$ cat config.mk
export PLATFORM = sky130hd
export DESIGN_NAME = nec_ir_frame_transmitter_core
export DESIGN_NICKNAME = d
export VERILOG_FILES = /design/src/rtl/nirtx_pkg.sv /design/src/rtl/nirtx_regs.sv /design/src/rtl/nirtx_seq.sv /design/src/rtl/nirtx_out.sv /design/src/rtl/nec_ir_frame_transmitter_core.sv
export SDC_FILE = /design/constraint.sdc
export NUM_CORES = 1
export LEC_CHECK = 0
export ABC_CLOCK_PERIOD_IN_PS = 10500
export CORE_UTILIZATION = 47
export CTS_CLUSTER_DIAMETER = 80
export CTS_CLUSTER_SIZE = 12
export DETAILED_ROUTE_END_ITERATION = 7
export DONT_BUFFER_PORTS = 1
export PLACE_DENSITY = 0.68
export SLEW_MARGIN = 20
export SYNTH_ARGS = -nofsm -noshare
export SYNTH_HDL_FRONTEND = slang
export SYNTH_SLANG_ARGS = --single-unit
$ cat constraint.sdc
create_clock -name clk -period 10.5 [get_ports clk]
set_clock_uncertainty 0.1 [all_clocks]
set_input_delay 0.525 -clock clk [delete_from_list [all_inputs] [get_ports clk]]
set_output_delay 0.525 -clock clk [all_outputs]
set_load 0.01 [all_outputs]
$ cat src/rtl/nirtx_pkg.sv
// shared types and constants for the nec infrared frame transmitter
package nirtx_pkg;

	// configuration register indexes
	typedef enum logic [2:0] {
		CFG_CARRIER_HALF = 3'd0,
		CFG_LEADER_MARK  = 3'd1,
		CFG_LEADER_SPACE = 3'd2,
		CFG_BIT_MARK     = 3'd3,
		CFG_ONE_SPACE    = 3'd4,
		CFG_ZERO_SPACE   = 3'd5
	} cfg_idx_t;

	localparam int unsigned CFG_IDX_W  = 3;
	localparam int unsigned CFG_DATA_W = 16;
	localparam int unsigned CAR_W      = 8;
	localparam int unsigned SEG_W      = 16;
	localparam int unsigned WORD_W     = 32;

	// reset values of the timing registers
	localparam logic [CAR_W-1:0] RST_CARRIER_HALF = 8'd13;
	localparam logic [SEG_W-1:0] RST_LEADER_MARK  = 16'd9000;
	localparam logic [SEG_W-1:0] RST_LEADER_SPACE = 16'd4500;
	localparam logic [SEG_W-1:0] RST_BIT_MARK     = 16'd562;
	localparam logic [SEG_W-1:0] RST_ONE_SPACE    = 16'd1687;
	localparam logic [SEG_W-1:0] RST_ZERO_SPACE   = 16'd562;

	// item function codes
	localparam logic FUNC_TICK  = 1'b0;
	localparam logic FUNC_START = 1'b1;

	// frame phases
	typedef enum logic [2:0] {
		PH_IDLE       = 3'd0,
		PH_LEAD_MARK  = 3'd1,
		PH_LEAD_SPACE = 3'd2,
		PH_BIT_MARK   = 3'd3,
		PH_BIT_SPACE  = 3'd4,
		PH_STOP_MARK  = 3'd5,
		PH_STOP_SPACE = 3'd6
	} phase_t;

	// timing register set
	typedef struct packed {
		logic [CAR_W-1:0] carrier_half;
		logic [SEG_W-1:0] leader_mark;
		logic [SEG_W-1:0] leader_space;
		logic [SEG_W-1:0] bit_mark;
		logic [SEG_W-1:0] one_space;
		logic [SEG_W-1:0] zero_space;
	} cfg_t;

	// one result beat
	typedef struct packed {
		logic level;
		logic busy;
		logic done;
	} res_t;

endpackage

$ cat src/rtl/nirtx_regs.sv
// timing configuration registers of the nec infrared transmitter
module nirtx_regs (
	input  logic                               clk,
	input  logic                               arst_n,
	input  logic                               cfg_wr_en,
	input  logic [nirtx_pkg::CFG_IDX_W-1:0]    cfg_index,
	input  logic [nirtx_pkg::CFG_DATA_W-1:0]   cfg_data,
	output nirtx_pkg::cfg_t                    cfg
);
	import nirtx_pkg::*;

	cfg_t cfg_q;

	// register writes, indexes past the list are dropped
	always_ff @(posedge clk or negedge arst_n) begin
		if (!arst_n) begin
			cfg_q.carrier_half <= RST_CARRIER_HALF;
			cfg_q.leader_mark  <= RST_LEADER_MARK;
			cfg_q.leader_space <= RST_LEADER_SPACE;
			cfg_q.bit_mark     <= RST_BIT_MARK;
			cfg_q.one_space    <= RST_ONE_SPACE;
			cfg_q.zero_space   <= RST_ZERO_SPACE;
		end else if (cfg_wr_en) begin
			case (cfg_idx_t'(cfg_index))
				CFG_CARRIER_HALF: cfg_q.carrier_half <= cfg_data[CAR_W-1:0];
				CFG_LEADER_MARK:  cfg_q.leader_mark  <= cfg_data[SEG_W-1:0];
				CFG_LEADER_SPACE: cfg_q.leader_space <= cfg_data[SEG_W-1:0];
				CFG_BIT_MARK:     cfg_q.bit_mark     <= cfg_data[SEG_W-1:0];
				CFG_ONE_SPACE:    cfg_q.one_space    <= cfg_data[SEG_W-1:0];
				CFG_ZERO_SPACE:   cfg_q.zero_space   <= cfg_data[SEG_W-1:0];
				default: ;
			endcase
		end
	end

	assign cfg = cfg_q;

endmodule

$ cat src/rtl/nirtx_seq.sv
// frame sequencer: phase machine, segment and carrier counters, bit shifter
module nirtx_seq #(
	parameter int unsigned FRAME_BITS = 32
) (
	input  logic                               clk,
	input  logic                               arst_n,
	input  logic                               step_en,
	input  logic                               func,
	input  logic [nirtx_pkg::WORD_W-1:0]       frame_word,
	input  nirtx_pkg::cfg_t                    cfg,
	output nirtx_pkg::res_t                    res
);
	import nirtx_pkg::*;

	localparam int unsigned BITS_W = $clog2(FRAME_BITS + 1);

	phase_t              phase_q, phase_d;
	logic [SEG_W-1:0]    seg_cnt_q, seg_cnt_d;
	logic [CAR_W-1:0]    car_cnt_q, car_cnt_d;
	logic                car_lvl_q, car_lvl_d;
	logic [BITS_W-1:0]   bits_left_q, bits_left_d;
	logic [WORD_W-1:0]   shift_q, shift_d;

	logic                in_mark;
	logic                idle;
	logic [SEG_W-1:0]    seg_len;
	logic [SEG_W-1:0]    seg_nxt;
	logic                seg_end;
	logic [CAR_W-1:0]    car_nxt;
	logic                car_flip;
	logic [BITS_W-1:0]   bits_dec;

	// shared decode of the current segment
	assign idle    = (phase_q == PH_IDLE);
	assign in_mark = (phase_q == PH_LEAD_MARK) || (phase_q == PH_BIT_MARK) ||
	                 (phase_q == PH_STOP_MARK);
	assign seg_nxt  = seg_cnt_q + SEG_W'(1);
	assign seg_end  = (seg_nxt >= seg_len) || (seg_nxt == '0);
	assign car_nxt  = car_cnt_q + CAR_W'(1);
	assign car_flip = (car_nxt >= cfg.carrier_half);
	assign bits_dec = bits_left_q - BITS_W'(1);

	// length of the segment in progress
	always_comb begin
		case (phase_q)
			PH_LEAD_MARK:  seg_len = cfg.leader_mark;
			PH_LEAD_SPACE: seg_len = cfg.leader_space;
			PH_BIT_MARK:   seg_len = cfg.bit_mark;
			PH_BIT_SPACE:  seg_len = shift_q[0] ? cfg.one_space : cfg.zero_space;
			PH_STOP_MARK:  seg_len = cfg.bit_mark;
			default:       seg_len = cfg.zero_space;
		endcase
	end

	// next state
	always_comb begin
		phase_t ph_ent;
		logic   ent;
		ph_ent      = PH_IDLE;
		ent         = 1'b0;
		phase_d     = phase_q;
		seg_cnt_d   = seg_cnt_q;
		car_cnt_d   = car_cnt_q;
		car_lvl_d   = car_lvl_q;
		bits_left_d = bits_left_q;
		shift_d     = shift_q;
		if (step_en) begin
			if (func == FUNC_START) begin
				if (idle) begin
					shift_d     = frame_word;
					bits_left_d = BITS_W'(FRAME_BITS);
					ph_ent      = PH_LEAD_MARK;
					ent         = 1'b1;
				end
			end else if (!idle) begin
				if (in_mark) begin
					car_cnt_d = car_flip ? '0 : car_nxt;
					car_lvl_d = car_lvl_q ^ car_flip;
				end
				seg_cnt_d = seg_nxt;
				if (seg_end) begin
					ent = 1'b1;
					case (phase_q)
						PH_LEAD_MARK:  ph_ent = PH_LEAD_SPACE;
						PH_LEAD_SPACE: ph_ent = (bits_left_q != '0) ? PH_BIT_MARK
						                                            : PH_STOP_MARK;
						PH_BIT_MARK:   ph_ent = PH_BIT_SPACE;
						PH_BIT_SPACE: begin
							shift_d     = shift_q >> 1;
							bits_left_d = bits_dec;
							ph_ent      = (bits_dec != '0) ? PH_BIT_MARK : PH_STOP_MARK;
						end
						PH_STOP_MARK:  ph_ent = PH_STOP_SPACE;
						default:       ph_ent = PH_IDLE;
					endcase
				end
			end
		end
		// entering a segment restarts the counters, marks open high
		if (ent) begin
			phase_d   = ph_ent;
			seg_cnt_d = '0;
			car_cnt_d = '0;
			car_lvl_d = (ph_ent == PH_LEAD_MARK) || (ph_ent == PH_BIT_MARK) ||
			            (ph_ent == PH_STOP_MARK);
		end
	end

	// result of the item
	always_comb begin
		res = '0;
		if (func == FUNC_START) begin
			res.busy  = 1'b1;
			res.level = idle ? 1'b1 : (in_mark & car_lvl_q);
		end else if (!idle) begin
			res.busy  = 1'b1;
			res.level = in_mark & car_lvl_q;
			res.done  = seg_end && (phase_q == PH_STOP_SPACE);
		end
	end

	// state registers
	always_ff @(posedge clk or negedge arst_n) begin
		if (!arst_n) begin
			phase_q     <= PH_IDLE;
			seg_cnt_q   <= '0;
			car_cnt_q   <= '0;
			car_lvl_q   <= 1'b0;
			bits_left_q <= '0;
			shift_q     <= '0;
		end else begin
			phase_q     <= phase_d;
			seg_cnt_q   <= seg_cnt_d;
			car_cnt_q   <= car_cnt_d;
			car_lvl_q   <= car_lvl_d;
			bits_left_q <= bits_left_d;
			shift_q     <= shift_d;
		end
	end

endmodule

$ cat src/rtl/nirtx_out.sv
// result register with valid and stall toward the receiver
module nirtx_out (
	input  logic              clk,
	input  logic              arst_n,
	input  logic              in_valid,
	output logic              in_stall,
	input  nirtx_pkg::res_t   res,
	output logic              accept,
	output logic              out_valid,
	input  logic              out_stall,
	output nirtx_pkg::res_t   out_res
);
	import nirtx_pkg::*;

	logic out_valid_q;
	res_t res_q;

	// take a new beat whenever the held one leaves or none is held
	assign in_stall = out_valid_q & out_stall;
	assign accept   = in_valid & ~in_stall;

	// valid flag
	always_ff @(posedge clk or negedge arst_n) begin
		if (!arst_n) begin
			out_valid_q <= 1'b0;
		end else if (accept) begin
			out_valid_q <= 1'b1;
		end else if (!out_stall) begin
			out_valid_q <= 1'b0;
		end
	end

	// payload
	always_ff @(posedge clk) begin
		if (accept) begin
			res_q <= res;
		end
	end

	assign out_valid = out_valid_q;
	assign out_res   = res_q;

endmodule

$ cat src/rtl/nec_ir_frame_transmitter_core.sv
// top level of the nec infrared frame transmitter
// Usage: each input beat is either a tick (func = 0), standing for one
// microsecond of time, or a start (func = 1) that loads frame_word when the
// transmitter is idle; a start while a frame is going out is ignored.
// Every input beat gives exactly one result beat: ir_level (the pin level
// during that tick, carrier gated by marks), busy_res and frame_done, which
// is set on the tick that closes the stop space.
// Frame: leader mark, leader space, FRAME_BITS bits lsb first (bit mark and
// a one or zero space), then stop mark and stop space.
// A result beat shows in the cycle after its input beat is taken; a beat
// is taken every cycle unless the receiver stalls: the sequencer updates
// its counters in one pass and the result register holds the beat.
// When the receiver stalls, the held result stays and in_stall rises, so
// the input side waits; the beat is taken in the cycle the result leaves.
// Reset (arst_n low) returns to idle with empty output and loads the
// default timing: 13 carrier half ticks, 9000/4500 leader, 562 bit mark,
// 1687 one space, 562 zero space. The user must write timing registers
// through cfg_wr_en, cfg_index, cfg_data only while idle; not enforced.
module nec_ir_frame_transmitter_core #(
	parameter int unsigned FRAME_BITS = 32
) (
	input  logic                               clk,
	input  logic                               arst_n,
	input  logic                               cfg_wr_en,
	input  logic [nirtx_pkg::CFG_IDX_W-1:0]    cfg_index,
	input  logic [nirtx_pkg::CFG_DATA_W-1:0]   cfg_data,
	input  logic                               in_valid,
	output logic                               in_stall,
	input  logic                               func,
	input  logic [nirtx_pkg::WORD_W-1:0]       frame_word,
	output logic                               out_valid,
	input  logic                               out_stall,
	output logic                               ir_level,
	output logic                               busy_res,
	output logic                               frame_done
);
	import nirtx_pkg::*;

	cfg_t cfg;
	res_t res;
	res_t out_res;
	logic accept;

	// timing registers
	nirtx_regs u_regs (
		.clk       (clk),
		.arst_n    (arst_n),
		.cfg_wr_en (cfg_wr_en),
		.cfg_index (cfg_index),
		.cfg_data  (cfg_data),
		.cfg       (cfg)
	);

	// frame sequencer
	nirtx_seq #(
		.FRAME_BITS (FRAME_BITS)
	) u_seq (
		.clk        (clk),
		.arst_n     (arst_n),
		.step_en    (accept),
		.func       (func),
		.frame_word (frame_word),
		.cfg        (cfg),
		.res        (res)
	);

	// result register
	nirtx_out u_out (
		.clk       (clk),
		.arst_n    (arst_n),
		.in_valid  (in_valid),
		.in_stall  (in_stall),
		.res       (res),
		.accept    (accept),
		.out_valid (out_valid),
		.out_stall (out_stall),
		.out_res   (out_res)
	);

	assign ir_level   = out_res.level;
	assign busy_res   = out_res.busy;
	assign frame_done = out_res.done;

endmodule

==> results.py <==
metrics = {
    "floorplan": {
        "die-area_sq_mm": 0.0196,
        "core_area_sq_mm": 0.0186,
        "fp-row-count": 50,
        "die_y_um": 140,
        "pin_count": 62,
        "floorplan.initialDensity_pct": 47.9,
        "fp.dieW_um": 140,
    },
    "global_routing": {
        "grt_util_met1_pct": 28.9,
        "grt_pass1_vias": 6388,
        "grt_use_total_pct": 21.7,
        "grtUsageMet2_pct": 34.9,
        "grtUsageMet3_pct": 5.09,
        "grt_pass1_wl_mm": 33.6,
        "antenna_found_initial": 0,
        "top_usage_layer": "met2",
        "gr-total-overflow": 0,
        "grt_max_degree": 156,
    },
    "sta": {
        "hold_ws_ps": 99.3,
        "rsz0062_at_grt": "no",
        "fin_crit_sh_pct": 48.4,
        "fin_ws_ps": 5420,
        "setup_viol": 0,
        "final_hold_viol_count": 0,
        "fmax_mhz": 197,
        "finalCriticalPeriod_ps": 5080,
        "final_max_slew_viol_count": 0,
        "setup_tns_ps": 0,
        "worst_pin_slew_ps": 1090,
        "relSlewSlack_pct": 27.0,
    },
    "clocking": {
        "clockBufferDepth": 2,
        "cts.sinks": 158,
        "cts_made_buffers": 17,
        "postCtsSetupRepairBufs": 0,
        "htreeDepth": 4,
        "tritoncts": "done",
        "clock_latency_ps": 430,
        "cts-root-buf": "clkbuf_16",
        "clkTransAtPathRegs_ps": 70,
    },
    "critical_path": {
        "crit_path_end_kind": "flip-flop",
        "crit_required_ps": 10710,
        "r2r_start": "u_seq.phase_q[2]$_DFFE_PN0P_",
        "ff2ff_path_depth": 13,
        "endpoint": "u_seq.phase_q[0]$_DFFE_PN0P_",
        "start_kind": "flip-flop",
        "reg2reg_to": "u_seq.phase_q[0]$_DFFE_PN0P_",
        "worst-r2r-setup-slack_ps": 5420,
        "crit_path_start": "u_seq.phase_q[2]$_DFFE_PN0P_",
        "cp_max_fo": 23,
        "critPathKind": "reg2reg",
        "cp.arrival_ps": 5300,
    },
    "placed_design": {
        "dp_hpwl_mm": 12.8,
        "post-place-ws_ps": 5440,
        "place_inst": 1028,
        "place_area_sq_mm": 0.00907,
        "numPortBuffers": 0,
        "gp_congestion": 0.837,
    },
    "layout": {
        "final_cell_mix": "dfrtp_1 (127), mux2_2 (99), nand2_1 (52)",
        "seqCellArea_sq_mm": 0.00400,
        "drive_above_1_share_pct": 23.5,
        "fill_cells": 1594,
        "antenna_cells": 0,
        "final_area_sq_mm": 0.00972,
        "multiInputGateArea_sq_mm": 0.00458,
        "area_delta_synth_final_pct": 8.76,
        "final_util_pct": 52.1,
        "mostFrequentLayoutCell": "dfrtp_1",
        "nets": 903,
        "layout.cells.non_filler": 1063,
    },
    "route": {
        "drt_wl_total_mm": 20.2,
        "drc_errors": 0,
        "num_vias": 6464,
        "vias_per_cell": 6.08,
        "drt_iter0_drc": 444,
        "ant_nets": 0,
        "first_pass_iters": 6,
        "wl_per_cell_um": 19.0,
    },
    "synthesis": {
        "seq_area_frac_synth_pct": 44.8,
        "async_flop_share_pct": 98.1,
        "synth_area_per_cell_sq_um": 10.7,
        "yosysUniqueCellTypes": 64,
        "synth_ff_type": "dfrtp_1",
        "ys_ff_latch": 158,
        "netlist_area_sq_mm": 0.00894,
        "syn_inst": 836,
        "ys_warn_count": 0,
        "synth_edf_count": 3,
        "synth_fp_nets": 923,
    },
    "power": {
        "leakagePower_nw": 3.89,
        "total_power_mw": 1.98,
        "irDropWorstVdd_uv": 129,
        "p_per_area_mw_per_mm2": 204,
    },
    "flow_run": {
        "maxCapViolations": 0,
    },
    "status": {
        "outcome": "finished clean",
    },
    "min_path": {
        "min_path_type": "in2reg",
    },
}
-- where the power goes --
part / internal [mW] / leakage, nW / switching, mW / total, mW
clock network: 0.372 / 0.283 / 0.259 / 0.630
registers: 0.756 / 1.91 / 0.0994 / 0.856
logic: 0.244 / 1.69 / 0.252 / 0.496
total: 1.37 / 3.89 / 0.611 / 1.98
-- flip-flops by register name, summed over array words and instances, names as in the netlist --
| name | cells |
|---|---|
| u_seq.car_lvl_q | 1 |
| u_out.out_valid | 1 |
| u_seq.phase_q | 3 |
| u_regs.cfg | 88 |
| u_seq.bits_left_q | 6 |
| u_seq.shift_q | 32 |
| u_seq.seg_cnt_q | 16 |
| u_out.out_res | 3 |
| u_seq.car_cnt_q | 8 |
-- repair_timing --
action,4_1_cts,5_1_grt
gates resized for setup,0,0
hold buffers,1,1
hold endpoints to repair,155,3
endpoints found under the setup margin,0,0
-- cell families (layout without fill, tap and decap cells) --
kind of cell	Yosys count	count (layout)	synth area share [%]
AOI/OAI and AO/OA	217	217	16.8
xor gates and xnor gates	20	20	1.96
adders and majority gates	30	30	4.20
buffers and inverters	80	73	4.20
DFF	158	158	44.8
muxes	131	131	16.1
and+or+nand+nor	200	200	12.0
-- worst min-delay path by stage --
stage,startpoint,end,slack [ps],cells past startpoint
detailed placement,arst_n,u_seq.car_cnt_q[6]$_DFFE_PN0P_,140,0
CTS,arst_n,u_seq.seg_cnt_q[7]$_DFFE_PN0P_,50,1
floorplan,arst_n,u_out.out_valid$_DFFE_PN0P_,130,0
global placement,arst_n,u_seq.car_cnt_q[6]$_DFFE_PN0P_,140,0
global route,in_valid,u_out.out_valid$_DFFE_PN0P_,90,1
finish,cfg_data[3],u_regs.cfg[83]$_DFFE_PN1P_,100,2
-- worst max-delay path, stage by stage, from the launching register on --
cell      delay, ps
dfrtp_1         860
nand2b_1        230
nor2_1          240
and2_1          630
a222oi_1        190
o21a_1          160
ha_1            290
o21a_1          120
o211ai_1         90
a211o_1         300
o211ai_1        600
a22oi_1         300
nand2_1         500
mux2_1          370
-- final cells by class --
cell class | instances | area share, %
clock buffers | 21 | 4.84
flip-flops and latches | 158 | 41.2
clock inverters | 11 | 1.38
well taps | 234 | 3.01
multi-input cells | 598 | 47.1
inverters | 24 | 0.927
repair buffers | 17 | 1.58
-- synthesized netlist by cell type (3+ instances only) --
library cell | count | area, sq um
nand2_1 | 52 | 195
or3_1 | 33 | 206
buf_2 | 6 | 30.0
and2_1 | 3 | 18.8
o21ai_0 | 34 | 170
a211oi_1 | 5 | 37.5
clkbuf_1 | 41 | 154
a21oi_1 | 43 | 215
inv_1 | 24 | 90.1
or2_2 | 4 | 25.0
a222oi_1 | 16 | 160
o21a_1 | 21 | 158
mux2_2 | 99 | 1110
dfstp_2 | 28 | 736
nand4b_1 | 3 | 26.3
buf_12 | 3 | 60.1
ha_1 | 30 | 375
a31oi_1 | 5 | 31.3
xnor2_1 | 13 | 114
nand2b_1 | 6 | 37.5
and3_1 | 5 | 31.3
a22o_1 | 6 | 52.6
nor3b_1 | 3 | 22.5
edfxtp_1 | 3 | 90.1
o22ai_1 | 34 | 213
o211ai_1 | 6 | 45.0
nor3_1 | 10 | 50.1
a2bb2oi_1 | 3 | 26.3
buf_1 | 4 | 15.0
a22oi_1 | 23 | 173
nand4_1 | 8 | 50.1
or4_1 | 3 | 22.5
mux2i_1 | 31 | 310
nand3b_1 | 4 | 30.0
xor2_1 | 7 | 61.3
nor2b_1 | 5 | 31.3
nand3_1 | 19 | 95.1
dfrtp_1 | 127 | 3180
nor2_1 | 35 | 131
-- metal layers --
metal	vias up	part of all wire (%)	wire length, um
met3	26	5.2	1050
met1	3191	46	9350
met5	-	0	0
met2	167	47	9420
met4	0	1.7	340
li1	3080	-	-
Note: power is estimated with default switching activity, not from simulation.
